[src/hdl/hkst_pkg.sv]
// Package with shared types and constants of the hash keyed sorted table.
`timescale 1ns / 1ps
package hkst_pkg;
  localparam logic [63:0] HASH_SEED = 64'd5381;
  localparam logic [30:0] HASH_MODULUS = 31'h7fffffff;

  typedef enum logic [1:0] {
    ACT_LOOKUP = 2'd0,
    ACT_INSERT = 2'd1,
    ACT_REMOVE = 2'd2,
    ACT_NONE   = 2'd3
  } action_t;

  typedef enum logic [1:0] {
    ST_OK        = 2'd0,
    ST_NOT_FOUND = 2'd1,
    ST_DUPLICATE = 2'd2,
    ST_FULL      = 2'd3
  } status_t;

  typedef enum logic [2:0] {
    BK_IDLE,
    BK_SEARCH,
    BK_DECIDE,
    BK_SHIFT_UP,
    BK_SHIFT_DOWN,
    BK_WRITE,
    BK_RESULT
  } back_state_t;

  // One key operation handed from the hashing front to the table back end.
  typedef struct packed {
    action_t     action;
    logic [30:0] key_hash;
    logic [31:0] insert_value;
  } key_op_t;
endpackage

[src/hdl/hkst_front.sv]
// Front end: djb2 accumulation per byte and reduction mod 2^31-1 on the last byte.
`timescale 1ns / 1ps
module hkst_front (
  input  logic                 clk,
  input  logic                 rst_n,
  input  logic                 in_valid,
  output logic                 in_ready,
  input  logic [1:0]           in_action,
  input  logic [7:0]           in_key_byte,
  input  logic                 in_byte_present,
  input  logic                 in_key_last,
  input  logic [31:0]          in_insert_value,
  output logic                 op_valid,
  input  logic                 op_ready,
  output hkst_pkg::key_op_t    op_data
);
  // Reduction runs in three folding steps, one per cycle: 64 -> 34 -> 32 -> 31 bits.
  logic [63:0] acc_r, acc_nxt;
  logic [63:0] red_r, red_nxt;
  logic [1:0]  step_r, step_nxt;
  logic        busy_r, busy_nxt;
  logic [1:0]  act_r, act_nxt;
  logic [31:0] val_r, val_nxt;
  logic        ov_r, ov_nxt;
  hkst_pkg::key_op_t od_r, od_nxt;
  logic [63:0] folded;
  logic [63:0] mixed;
  logic        take;

  assign in_ready = !busy_r && !ov_r;
  assign take     = in_valid && in_ready;
  assign op_valid = ov_r;
  assign op_data  = od_r;
  assign mixed    = in_byte_present ? ((acc_r << 5) + acc_r + {56'd0, in_key_byte}) : acc_r;
  // 2^31 == 1 mod M, so fold the high part onto the low 31 bits.
  assign folded   = {33'd0, red_r[30:0]} + {31'd0, red_r[63:31]};

  always_comb begin
    acc_nxt  = acc_r;
    red_nxt  = red_r;
    step_nxt = step_r;
    busy_nxt = busy_r;
    act_nxt  = act_r;
    val_nxt  = val_r;
    ov_nxt   = ov_r && !op_ready;
    od_nxt   = od_r;
    if (take) begin
      if (in_key_last) begin
        acc_nxt  = hkst_pkg::HASH_SEED;
        red_nxt  = mixed;
        step_nxt = 2'd0;
        busy_nxt = 1'b1;
        act_nxt  = in_action;
        val_nxt  = in_insert_value;
      end else begin
        acc_nxt = mixed;
      end
    end else if (busy_r) begin
      if (step_r == 2'd3) begin
        busy_nxt = 1'b0;
        ov_nxt   = 1'b1;
        od_nxt.action       = hkst_pkg::action_t'(act_r);
        od_nxt.insert_value = val_r;
        od_nxt.key_hash     = (red_r[30:0] == hkst_pkg::HASH_MODULUS) ? 31'd0 : red_r[30:0];
      end else begin
        red_nxt  = folded;
        step_nxt = step_r + 2'd1;
      end
    end
  end

  always_ff @(posedge clk) begin
    if (!rst_n) begin
      acc_r  <= hkst_pkg::HASH_SEED;
      busy_r <= 1'b0;
      ov_r   <= 1'b0;
      step_r <= 2'd0;
    end else begin
      acc_r  <= acc_nxt;
      busy_r <= busy_nxt;
      ov_r   <= ov_nxt;
      step_r <= step_nxt;
    end
    red_r <= red_nxt;
    act_r <= act_nxt;
    val_r <= val_nxt;
    od_r  <= od_nxt;
  end
endmodule

[config.mk]
export PLATFORM = sky130hd
export DESIGN_NAME = hkst_front
export DESIGN_NICKNAME = d
export VERILOG_FILES = /design/src/hdl/hkst_pkg.sv /design/src/hdl/hkst_front.sv
export SDC_FILE = /design/constraint.sdc
export NUM_CORES = 1
export LEC_CHECK = 0
export ABC_AREA = 1
export ABC_CLOCK_PERIOD_IN_PS = 8200
export BUFFER_PORTS_ARGS = -buffer_cell sky130_fd_sc_hd__buf_2
export CORE_UTILIZATION = 35
export DETAILED_ROUTE_END_ITERATION = 7
export GPL_TIMING_DRIVEN = 0
export PLACE_DENSITY = 0.52
export REMOVE_ABC_BUFFERS = 1
export SLEW_MARGIN = 20
export SYNTH_ARGS = -nofsm -noshare
export SYNTH_HDL_FRONTEND = slang
export SYNTH_SLANG_ARGS = --single-unit
[constraint.sdc]
create_clock -name clk -period 8.2 [get_ports clk]
set_clock_uncertainty 0.2 [all_clocks]
set_input_delay 0.82 -clock clk [delete_from_list [all_inputs] [get_ports clk]]
set_output_delay 0.82 -clock clk [all_outputs]
set_load 0.1 [all_outputs]
==> Word-level counts from Yosys, hierarchy flattened <==
Index checks and enable logic that the tools add are counted.
{ "totals": {"regBits": 231} }
{ "classes": {"add_sub_neg": 4, "eq_ne": 4, "mux": 17, "n_bitwise": 1, "n_reduce_logical": 10} }
{ "ops": {"columns": ["cell", "count"], "rows": [
  ["64-bit 2-to-1 mux", 6],
  ["64-bit adder", 1],
  ["64-bit by 8-bit adder with 64-bit output", 1],
  ["31-bit by 33-bit adder with 34-bit output", 1],
  ["31-bit == test (second input constant)", 1],
  ["2-bit 2-to-1 mux", 4],
  ["1-bit 2-to-1 mux", 7],
  ["3-bit AND reduction", 2],
  ["2-bit inequality test (second input constant)", 2],
  ["1-bit logical AND", 3],
  ["1-bit zero test", 3],
  ["2-bit by 1-bit adder with 2-bit output (second input constant)", 1],
  ["2-bit == test (second input constant)", 1],
  ["2-bit AND reduction", 1],
  ["2-bit nonzero test", 1],
  ["1-bit NOT", 1]
]} }

==> Logic depth before layout (Yosys ltp) <==
Gate-level depths: netlist of the first run.
{ "depth": {"ltp_word": 5, "mapped_depth": 20, "depth_no_buf": 20} }

==> Worst setup path after synthesis of the first run <==
Ideal clock, no wire load.
{ "synth_path": {"path_kind": "flip-flop to flip-flop", "start": "reg ov_r, in the netlist op_valid", "end": "reg red_r[0] (enable)", "setup_ns": 0.419, "arrival_ns": 4.951, "required_time_ns": 7.581, "setup_slack_ns": 2.630, "stages_incl_launch_ff": 6, "path_buffers": 0, "path_cell_list": "dfxtp_1 -> nor2_2 -> nand2_2 -> nor2_1 -> nor2_1 -> inv_1"} }
{ "synth_between": {"elab_chain_len": 5, "word_cells_on_any_way": 7, "classes_between": "eq/ne: 2; reduce/logical: 5"} }
{ "synth_rtl": {"columns": ["element", "line", "rtl"], "rows": [
  ["start, declared", "hkst_front.sv:24", "logic ov_r, ov_nxt;"],
  ["start signal, assigned", "hkst_front.sv:81", "ov_r <= ov_nxt;"],
  ["1-bit zero test *", "hkst_front.sv:30", "assign in_ready = !busy_r && !ov_r;"],
  ["1-bit logical AND *", "hkst_front.sv:30", null],
  ["net in_ready", "hkst_front.sv:7", "output logic in_ready,"],
  ["1-bit logical AND *", "hkst_front.sv:31", "assign take = in_valid && in_ready;"],
  ["2-bit inequality test (no source line) or 2-bit nonzero test (tied branches)", null, null],
  ["3-bit AND reduction (no source line) *", null, null],
  ["end signal, assigned", "hkst_front.sv:84", "red_r <= red_nxt;"],
  ["end, declared", "hkst_front.sv:19", "logic [63:0] red_r, red_nxt;"]
]} }
The timed path passes the listed nets; every way through them passes the cells marked *.
A chain may end at the register's enable or synchronous reset.

==> Worst setup path in the final report of the first run <==
{ "layout_path": {"start": "reg acc_r[12]", "end": "reg red_r[30], data pin"} }
{ "layout_between": {"elab_chain_len": 5} }
{ "layout_rtl": {"columns": ["element", "line", "rtl"], "rows": [
  ["start, declared", "hkst_front.sv:18", "logic [63:0] acc_r, acc_nxt;"],
  ["start signal, assigned", "hkst_front.sv:74", "acc_r <= hkst_pkg::HASH_SEED;"],
  ["start signal, assigned", "hkst_front.sv:79", "acc_r <= acc_nxt;"],
  ["64-bit adder", "hkst_front.sv:34", "assign mixed = in_byte_present ? ((acc_r << 5) + acc_r + {56'd0, in_key_byte}) : acc_r;"],
  ["64-bit by 8-bit adder with 64-bit output", "hkst_front.sv:34", null],
  ["64-bit 2-to-1 mux", "hkst_front.sv:34", null],
  ["64-bit 2-to-1 mux", "hkst_front.sv:48", "if (in_key_last) begin"],
  ["64-bit 2-to-1 mux", "hkst_front.sv:47", "if (take) begin"],
  ["net red_nxt[30]", "hkst_front.sv:19", null]
]} }
The timed path passes the listed nets, and every way through them passes these cells. The select of a mux whose other input is x is not followed.

==> impl_metrics.py, run 1 <==
metrics = {
    "status": {
        "status": "complete, no violations",
    },
    "worst_setup_path": {
        "end_kind": "register",
        "crit_slowest_cell": "dfxtp_1",
        "critPathLaunchType": "register",
        "cp_data_arrival_time_ns": 3.77,
        "r2r_setup_slack_ns": 4.56,
        "cp_slowest_stage_delay_ns": 0.48,
        "r2r_cells": 12,
        "critical_path_buf_inv_count": 0,
        "r2r_start": "acc_r[12]$_SDFFE_PN1P_",
        "required_ns": 8.33,
        "critPathMaxFanout": 4,
        "cpLargestDelayFamily": "simple AND/OR/NAND/NOR gates",
        "critical_path_cell_count": 12,
        "path_cells": "ha_1 -> ha_1 -> nand2_1 -> nor2_2 -> nand2_1 -> o21bai_1 -> nand2_2 -> nand2_2 -> nand2_2 -> xor2_1 -> nand2_1 -> a21oi_1",
        "critPathKind": "register to register",
        "rr_endpoint": "red_r[30]$_DFFE_PP_",
    },
    "cts": {
        "clk_latency_ns": 0.55,
        "cts_resized": 0,
        "clk_path_buf_depth": 3,
        "path_clk_slew_ns": 0.06,
        "cts_tree": "done",
        "numCtsBuffers": 27,
        "post-cts-setup-buffer-count": 0,
        "postCtsHoldBufs": 0,
        "clkSinkCount": 231,
        "clockRootBuffer": "clkbuf_16",
        "htree_levels": 1,
    },
    "floorplan": {
        "start_util_pct": 35.7,
        "fp.dieW_um": 223,
        "core_um2": 48000,
        "die-area_um2": 49800,
        "io-pin-count": 115,
        "die_h_um": 223,
        "num_rows": 80,
    },
    "sta": {
        "setup_viol": 0,
        "finalCritPeriodShare_pct": 44.4,
        "min_period_ns": 3.64,
        "fmax_mhz": 275,
        "maxSlewHeadroom_pct": 45.9,
        "timing.final.hold_violations": 0,
        "setup_tns_ns": 0,
        "worst_pin_slew_ns": 0.806,
        "rsz0062_at_grt": "false",
        "slew_viol_final": 0,
    },
    "synth": {
        "avgSynthCellArea_um2": 7.00,
        "synth.area.top_cells": "edfxtp_1 (29%), nand2_1 (18%), ha_1 (11%)",
        "synthDistinctLibCells": 43,
        "yosys.area.top_type": "edfxtp_1",
        "netlist_area_um2": 17100,
        "ys_seq_area_share_pct": 36.5,
        "async_flop_share_pct": 0,
        "synth_edf_count": 163,
        "synth_seq_cells": 231,
        "synthCells": 2446,
        "synth_warnings": 0,
        "yosys_most_used_dff": "edfxtp_1",
        "yosysTopAreaCellShare_pct": 28.6,
    },
    "global_routing": {
        "met2_usage_pct": 36.2,
        "top_usage_layer": "met2",
        "met1_usage_pct": 31.1,
        "antenna_found_initial": 0,
        "grt_max_degree": 62,
        "grtUsageTotal_pct": 22.2,
        "grt.overflow.total": 0,
        "grt_pass1_vias": 14779,
        "use_met3_pct": 2.41,
        "grt_pass1_wl_um": 84600,
    },
    "drt": {
        "wl_per_cell_um": 17.3,
        "postRouteAntennaNets": 0,
        "num_vias": 15571,
        "drcViolationCount": 0,
        "dr.first_iter.drc_count": 1023,
        "drt_wl_total_um": 55300,
        "firstDrtPassIters": 7,
        "via_per_inst": 4.87,
    },
    "hold_path": {
        "holdPathStages": 0,
        "min-delay-start": "val_r[11]$_DFFE_PP_",
        "hold_path_class": "register to register",
        "holdPathEnd": "op_data[11]$_DFFE_PP_",
    },
    "finish": {
        "drive_above_1_share_pct": 9.34,
        "layout-area-overhead-vs-synth_pct": 13.3,
        "layout_common_cells": "nand2_1 (837), inv_1 (422), nor2_1 (215)",
        "nets": 2767,
        "final_cells": 3196,
        "final_common_cell": "nand2_1",
        "diodes": 0,
        "fill_cells": 5125,
    },
    "run": {
        "maxCapViolations": 0,
    },
    "place": {
        "gp_congestion": 0.941,
        "dp_hpwl_um": 45900,
        "dp_cells": 3146,
        "placement.io_buffers": 114,
    },
    "power": {
        "ir_drop_mv": 0.143,
        "powerDensity_nw_per_um2": 181,
        "p_leak_nw": 9.98,
    },
}
where the power goes:
group          switching (W)  total, W  leakage, nW  internal, W
clock               0.000506   0.00120        0.429     0.000695
sequential         0.0000671   0.00141         2.08      0.00135
combinational       0.000603  0.000898         7.47     0.000295
total                0.00118   0.00351         9.98      0.00234
cell usage after synthesis (all sizes together), types with 2 or more instances:
master,n
nand2,845
inv,426
nor2,227
edfxtp,163
ha,154
a21oi,145
nand3,128
o21ai,104
dfxtp,68
clkbuf,27
or2,25
xor2,23
xnor2,18
nor3,17
buf,12
nand4,12
nor4,10
o211ai,8
a21o,5
fa,5
a31oi,4
o21bai,4
o22ai,4
a211oi,2
a21boi,2
and2,2
mux2i,2
area by class of cell:
cell class	count	area (µm²)	area share [%]
clock inverters	17	145	0.748
inverters	426	1610	8.28
flip-flops and latches	231	6260	32.2
repair buffers	124	753	3.88
clock buffers	33	728	3.75
well taps	615	769	3.96
multi-input cells	1750	9150	47.1
metal layers:
metal | vias to the layer above | part of all wire [%]
met2 | 376 | 45
met1 | 7089 | 48
met3 | 76 | 5.3
met5 | - | 0
met4 | 0 | 2.5
li1 | 8030 | -
worst max path at each step:
stage / from / end / slack (ns)
2_1_floorplan: op_valid$_SDFF_PN0_ / red_r[0]$_DFFE_PP_ / 1.75
3_3_place_gp: in_valid / red_r[37]$_SDFFCE_PN0P_ / 0.82
3_5_place_dp: in_key_byte[7] / red_r[20]$_DFFE_PP_ / 4.11
4_1_cts: acc_r[12]$_SDFFE_PN1P_ / red_r[30]$_DFFE_PP_ / 4.64
5_1_grt: acc_r[0]$_SDFFE_PN1P_ / red_r[32]$_DFFE_PP_ / 4.46
6_report: acc_r[12]$_SDFFE_PN1P_ / red_r[30]$_DFFE_PP_ / 4.56
sequential cells by signal (all words and copies together), names as in the netlist:
name	cells
act_r	2
busy_r	1
val_r	32
op_data	65
op_valid	1
acc_r	64
red_r	64
step_r	2
logic make-up after synthesis:
group	after synthesis	share of synthesized area (%)
AOI/OAI and AO/OA	281	8.78
xor gates and xnor gates	41	2.10
adders and majority gates	159	11.8
buffers and inverters	465	10.3
DFF	231	36.5
muxes	2	0.117
and+or+nand+nor	1267	30.4
through the flow:
step                      hold slack, ns  utilization, %  setup WS [ns]  total power (W)  instance area, µm²
final                              0.218            40.4           4.56          0.00351               19400
after global routing               0.217            40.4           4.46          0.00370               19400
after CTS                          0.215            40.4           4.64          0.00353               19400
after detailed placement           0.205            38.6           4.11          0.00233               18500
after global placement             0.201            38.1          0.817          0.00231               18300
after floorplan                    0.200               -           1.75          0.00202               17000
Power figures use the tool's default switching activity.
==> run 2: changes to the inputs <==
--- a/config.mk
+++ b/config.mk
@@ -6,7 +6,7 @@
 export NUM_CORES = 1
 export LEC_CHECK = 0
 export ABC_AREA = 1
-export ABC_CLOCK_PERIOD_IN_PS = 8200
+export ABC_CLOCK_PERIOD_IN_PS = 3800
 export BUFFER_PORTS_ARGS = -buffer_cell sky130_fd_sc_hd__buf_2
 export CORE_UTILIZATION = 35
 export DETAILED_ROUTE_END_ITERATION = 7
==> constraint.sdc (replaced) <==
create_clock -name clk -period 3.8 [get_ports clk]
set_clock_uncertainty 0.2 [all_clocks]
set_input_delay 0.38 -clock clk [delete_from_list [all_inputs] [get_ports clk]]
set_output_delay 0.38 -clock clk [all_outputs]
set_load 0.1 [all_outputs]
==> run 2 against run 1 <==
Die area is the same. Cell count grew 1.2%. Critical path depth is the same. Worst setup slack lost 4.4 ns. Clock power grew 120%. First-iteration DRC count shrank 4.5%. Fmax is essentially flat. Routed wire length grew 0.60%. Non-clock buffer count grew 37. Global-route usage grew 0.15 points.
==> impl_metrics.py, run 2 (synthesized netlist as in run 1, its figures left out) <==
metrics = {
    "place": {
        "gp_congestion": 0.941,
        "dp_slack_ns": 0.149,
        "placement.io_buffers": 114,
        "dp_hpwl_um": 45900,
    },
    "drt": {
        "firstDrtPassIters": 6,
        "drt_wl_total_um": 55600,
        "postRouteAntennaNets": 0,
        "dr.first_iter.drc_count": 977,
        "drcViolationCount": 0,
        "num_vias": 15664,
        "wl_per_cell_um": 17.2,
        "via_per_inst": 4.85,
    },
    "cts": {
        "htree_levels": 1,
        "clk_latency_ns": 0.56,
        "cts_tree": "done",
        "cts_resized": 0,
        "numCtsBuffers": 27,
        "clkSinkCount": 231,
        "path_clk_slew_ns": 0.06,
        "clk_path_buf_depth": 3,
        "clockRootBuffer": "clkbuf_16",
    },
    "hold_path": {
        "holdPathEnd": "acc_r[63]$_SDFFE_PN0P_",
        "hold_path_class": "input port to register",
        "holdPathStages": 4,
        "min-delay-start": "in_byte_present",
    },
    "worst_setup_path": {
        "critPathKind": "register to register",
        "critPathMaxFanout": 4,
        "critical_path_buf_inv_count": 0,
        "cp_data_arrival_time_ns": 3.77,
        "cp_slowest_stage_delay_ns": 0.47,
        "cpLargestDelayFamily": "simple AND/OR/NAND/NOR gates",
        "path_cells": "ha_1 -> ha_1 -> nand2_1 -> nor2_2 -> nand2_1 -> o21bai_1 -> nand2_2 -> nand2_2 -> nand2_2 -> xor2_1 -> nand2_1 -> a21oi_1",
        "crit_slowest_cell": "dfxtp_1",
        "r2r_start": "acc_r[12]$_SDFFE_PN1P_",
        "rr_endpoint": "red_r[30]$_DFFE_PP_",
        "end_kind": "register",
        "required_ns": 3.92,
        "r2r_setup_slack_ns": 0.16,
        "r2r_cells": 12,
        "critPathLaunchType": "register",
    },
    "sta": {
        "min_period_ns": 3.64,
        "maxSlewHeadroom_pct": 46.1,
        "rsz0062_at_grt": "false",
        "hold_slack_ns": 0.132,
        "finalCritPeriodShare_pct": 95.8,
        "timing.final.hold_violations": 0,
        "worst_pin_slew_ns": 0.803,
        "timing.final.ws_setup_ns": 0.160,
        "fmax_mhz": 275,
        "setup_viol": 0,
        "slew_viol_final": 0,
    },
    "finish": {
        "multi_input_area_um2": 9150,
        "nets": 2804,
        "drive_above_1_share_pct": 9.21,
        "layout_common_cells": "nand2_1 (837), inv_1 (422), nor2_1 (215)",
        "fill_cells": 5087,
        "layout-area-overhead-vs-synth_pct": 15.5,
        "final_common_cell": "nand2_1",
        "diodes": 0,
        "seqCellArea_um2": 6260,
        "largest_reg_flops": 65,
    },
    "global_routing": {
        "grt.overflow.total": 0,
        "antenna_found_initial": 0,
        "grt_max_degree": 62,
        "grtUsageTotal_pct": 22.3,
        "grt_pass1_wl_um": 85200,
        "grt_pass1_vias": 14969,
    },
    "floorplan": {
        "die-area_um2": 49800,
        "io-pin-count": 115,
        "core_um2": 48000,
        "fp.dieW_um": 223,
        "start_util_pct": 35.7,
        "num_rows": 80,
        "die_h_um": 223,
    },
    "power": {
        "p_leak_nw": 10.1,
        "powerDensity_nw_per_um2": 385,
        "ir_drop_mv": 0.308,
    },
    "status": {
        "status": "complete, no violations",
    },
    "run": {
        "maxCapViolations": 0,
    },
}
[run 2: cell count changes in the layout (fill, tap and decap cells not counted), sizes merged]
cell | previous run | this run
dlygate4sd3 | 0 | 37
[run 2: layout make-up]
type,count,area share (%)
clock buffers,33,3.68
inverters,426,8.12
multi-input cells,1750,46.3
well taps,615,3.89
repair buffers,161,5.68
flip-flops and latches,231,31.6
clock inverters,17,0.734
[run 2: power breakdown]
| group | leakage [nW] | internal, W | switching [W] |
|---|---|---|---|
| clock network | 0.429 | 0.00150 | 0.00109 |
| registers | 2.08 | 0.00290 | 0.000145 |
| logic | 7.63 | 0.000662 | 0.00131 |
[run 2: stage by stage]
step	area [µm²]	utilization, %	instances	total power [W]	setup TNS (ns)
3_5_place_dp	18500	38.6	3146	0.00502	0
4_1_cts	19800	41.2	3233	0.00766	0
3_3_place_gp	18300	38.1	3136	0.00499	-369.34
2_1_floorplan	17000	-	2407	0.00436	-293.15
6_report	19800	41.2	3233	0.00761	0
5_1_grt	19800	41.2	3233	0.00801	0
[run 2: worst register-to-register path, delay by kind of cell, from the launching register on]
kind	cells	cell delay, ns
AO/OA/AOI/OAI	2	0.55
XOR/XNOR	1	0.36
adder cells (fa/ha/maj)	2	0.68
flip-flops	1	0.47
AND/OR/NAND/NOR	7	1.16
[run 2: worst max-delay path by stage]
stage / startpoint / cells past startpoint / to / slack [ns]
finish: acc_r[12]$_SDFFE_PN1P_ / 12 / red_r[30]$_DFFE_PP_ / 0.16
global route: acc_r[0]$_SDFFE_PN1P_ / 15 / red_r[32]$_DFFE_PP_ / 0.06
CTS: acc_r[12]$_SDFFE_PN1P_ / 12 / red_r[30]$_DFFE_PP_ / 0.24
detailed placement: in_key_byte[7] / 14 / red_r[20]$_DFFE_PP_ / 0.15
global placement: busy_r$_SDFFE_PN0P_ / 5 / red_r[37]$_SDFFCE_PN0P_ / -3.17
floorplan: op_valid$_SDFF_PN0_ / 5 / red_r[0]$_DFFE_PP_ / -2.65
[run 2: what timing repair did]
action,CTS,global route
buffers inserted,0,0
hold buffers,37,0
hold endpoints to repair,40,0
[run 2: routing by layer]
layer | routed length (µm) | track usage, %
met5 | 0 | 0
met2 | 24900 | 36.5
met4 | 1410 | 6.01
met3 | 2640 | 2.45
met1 | 26700 | 31.2
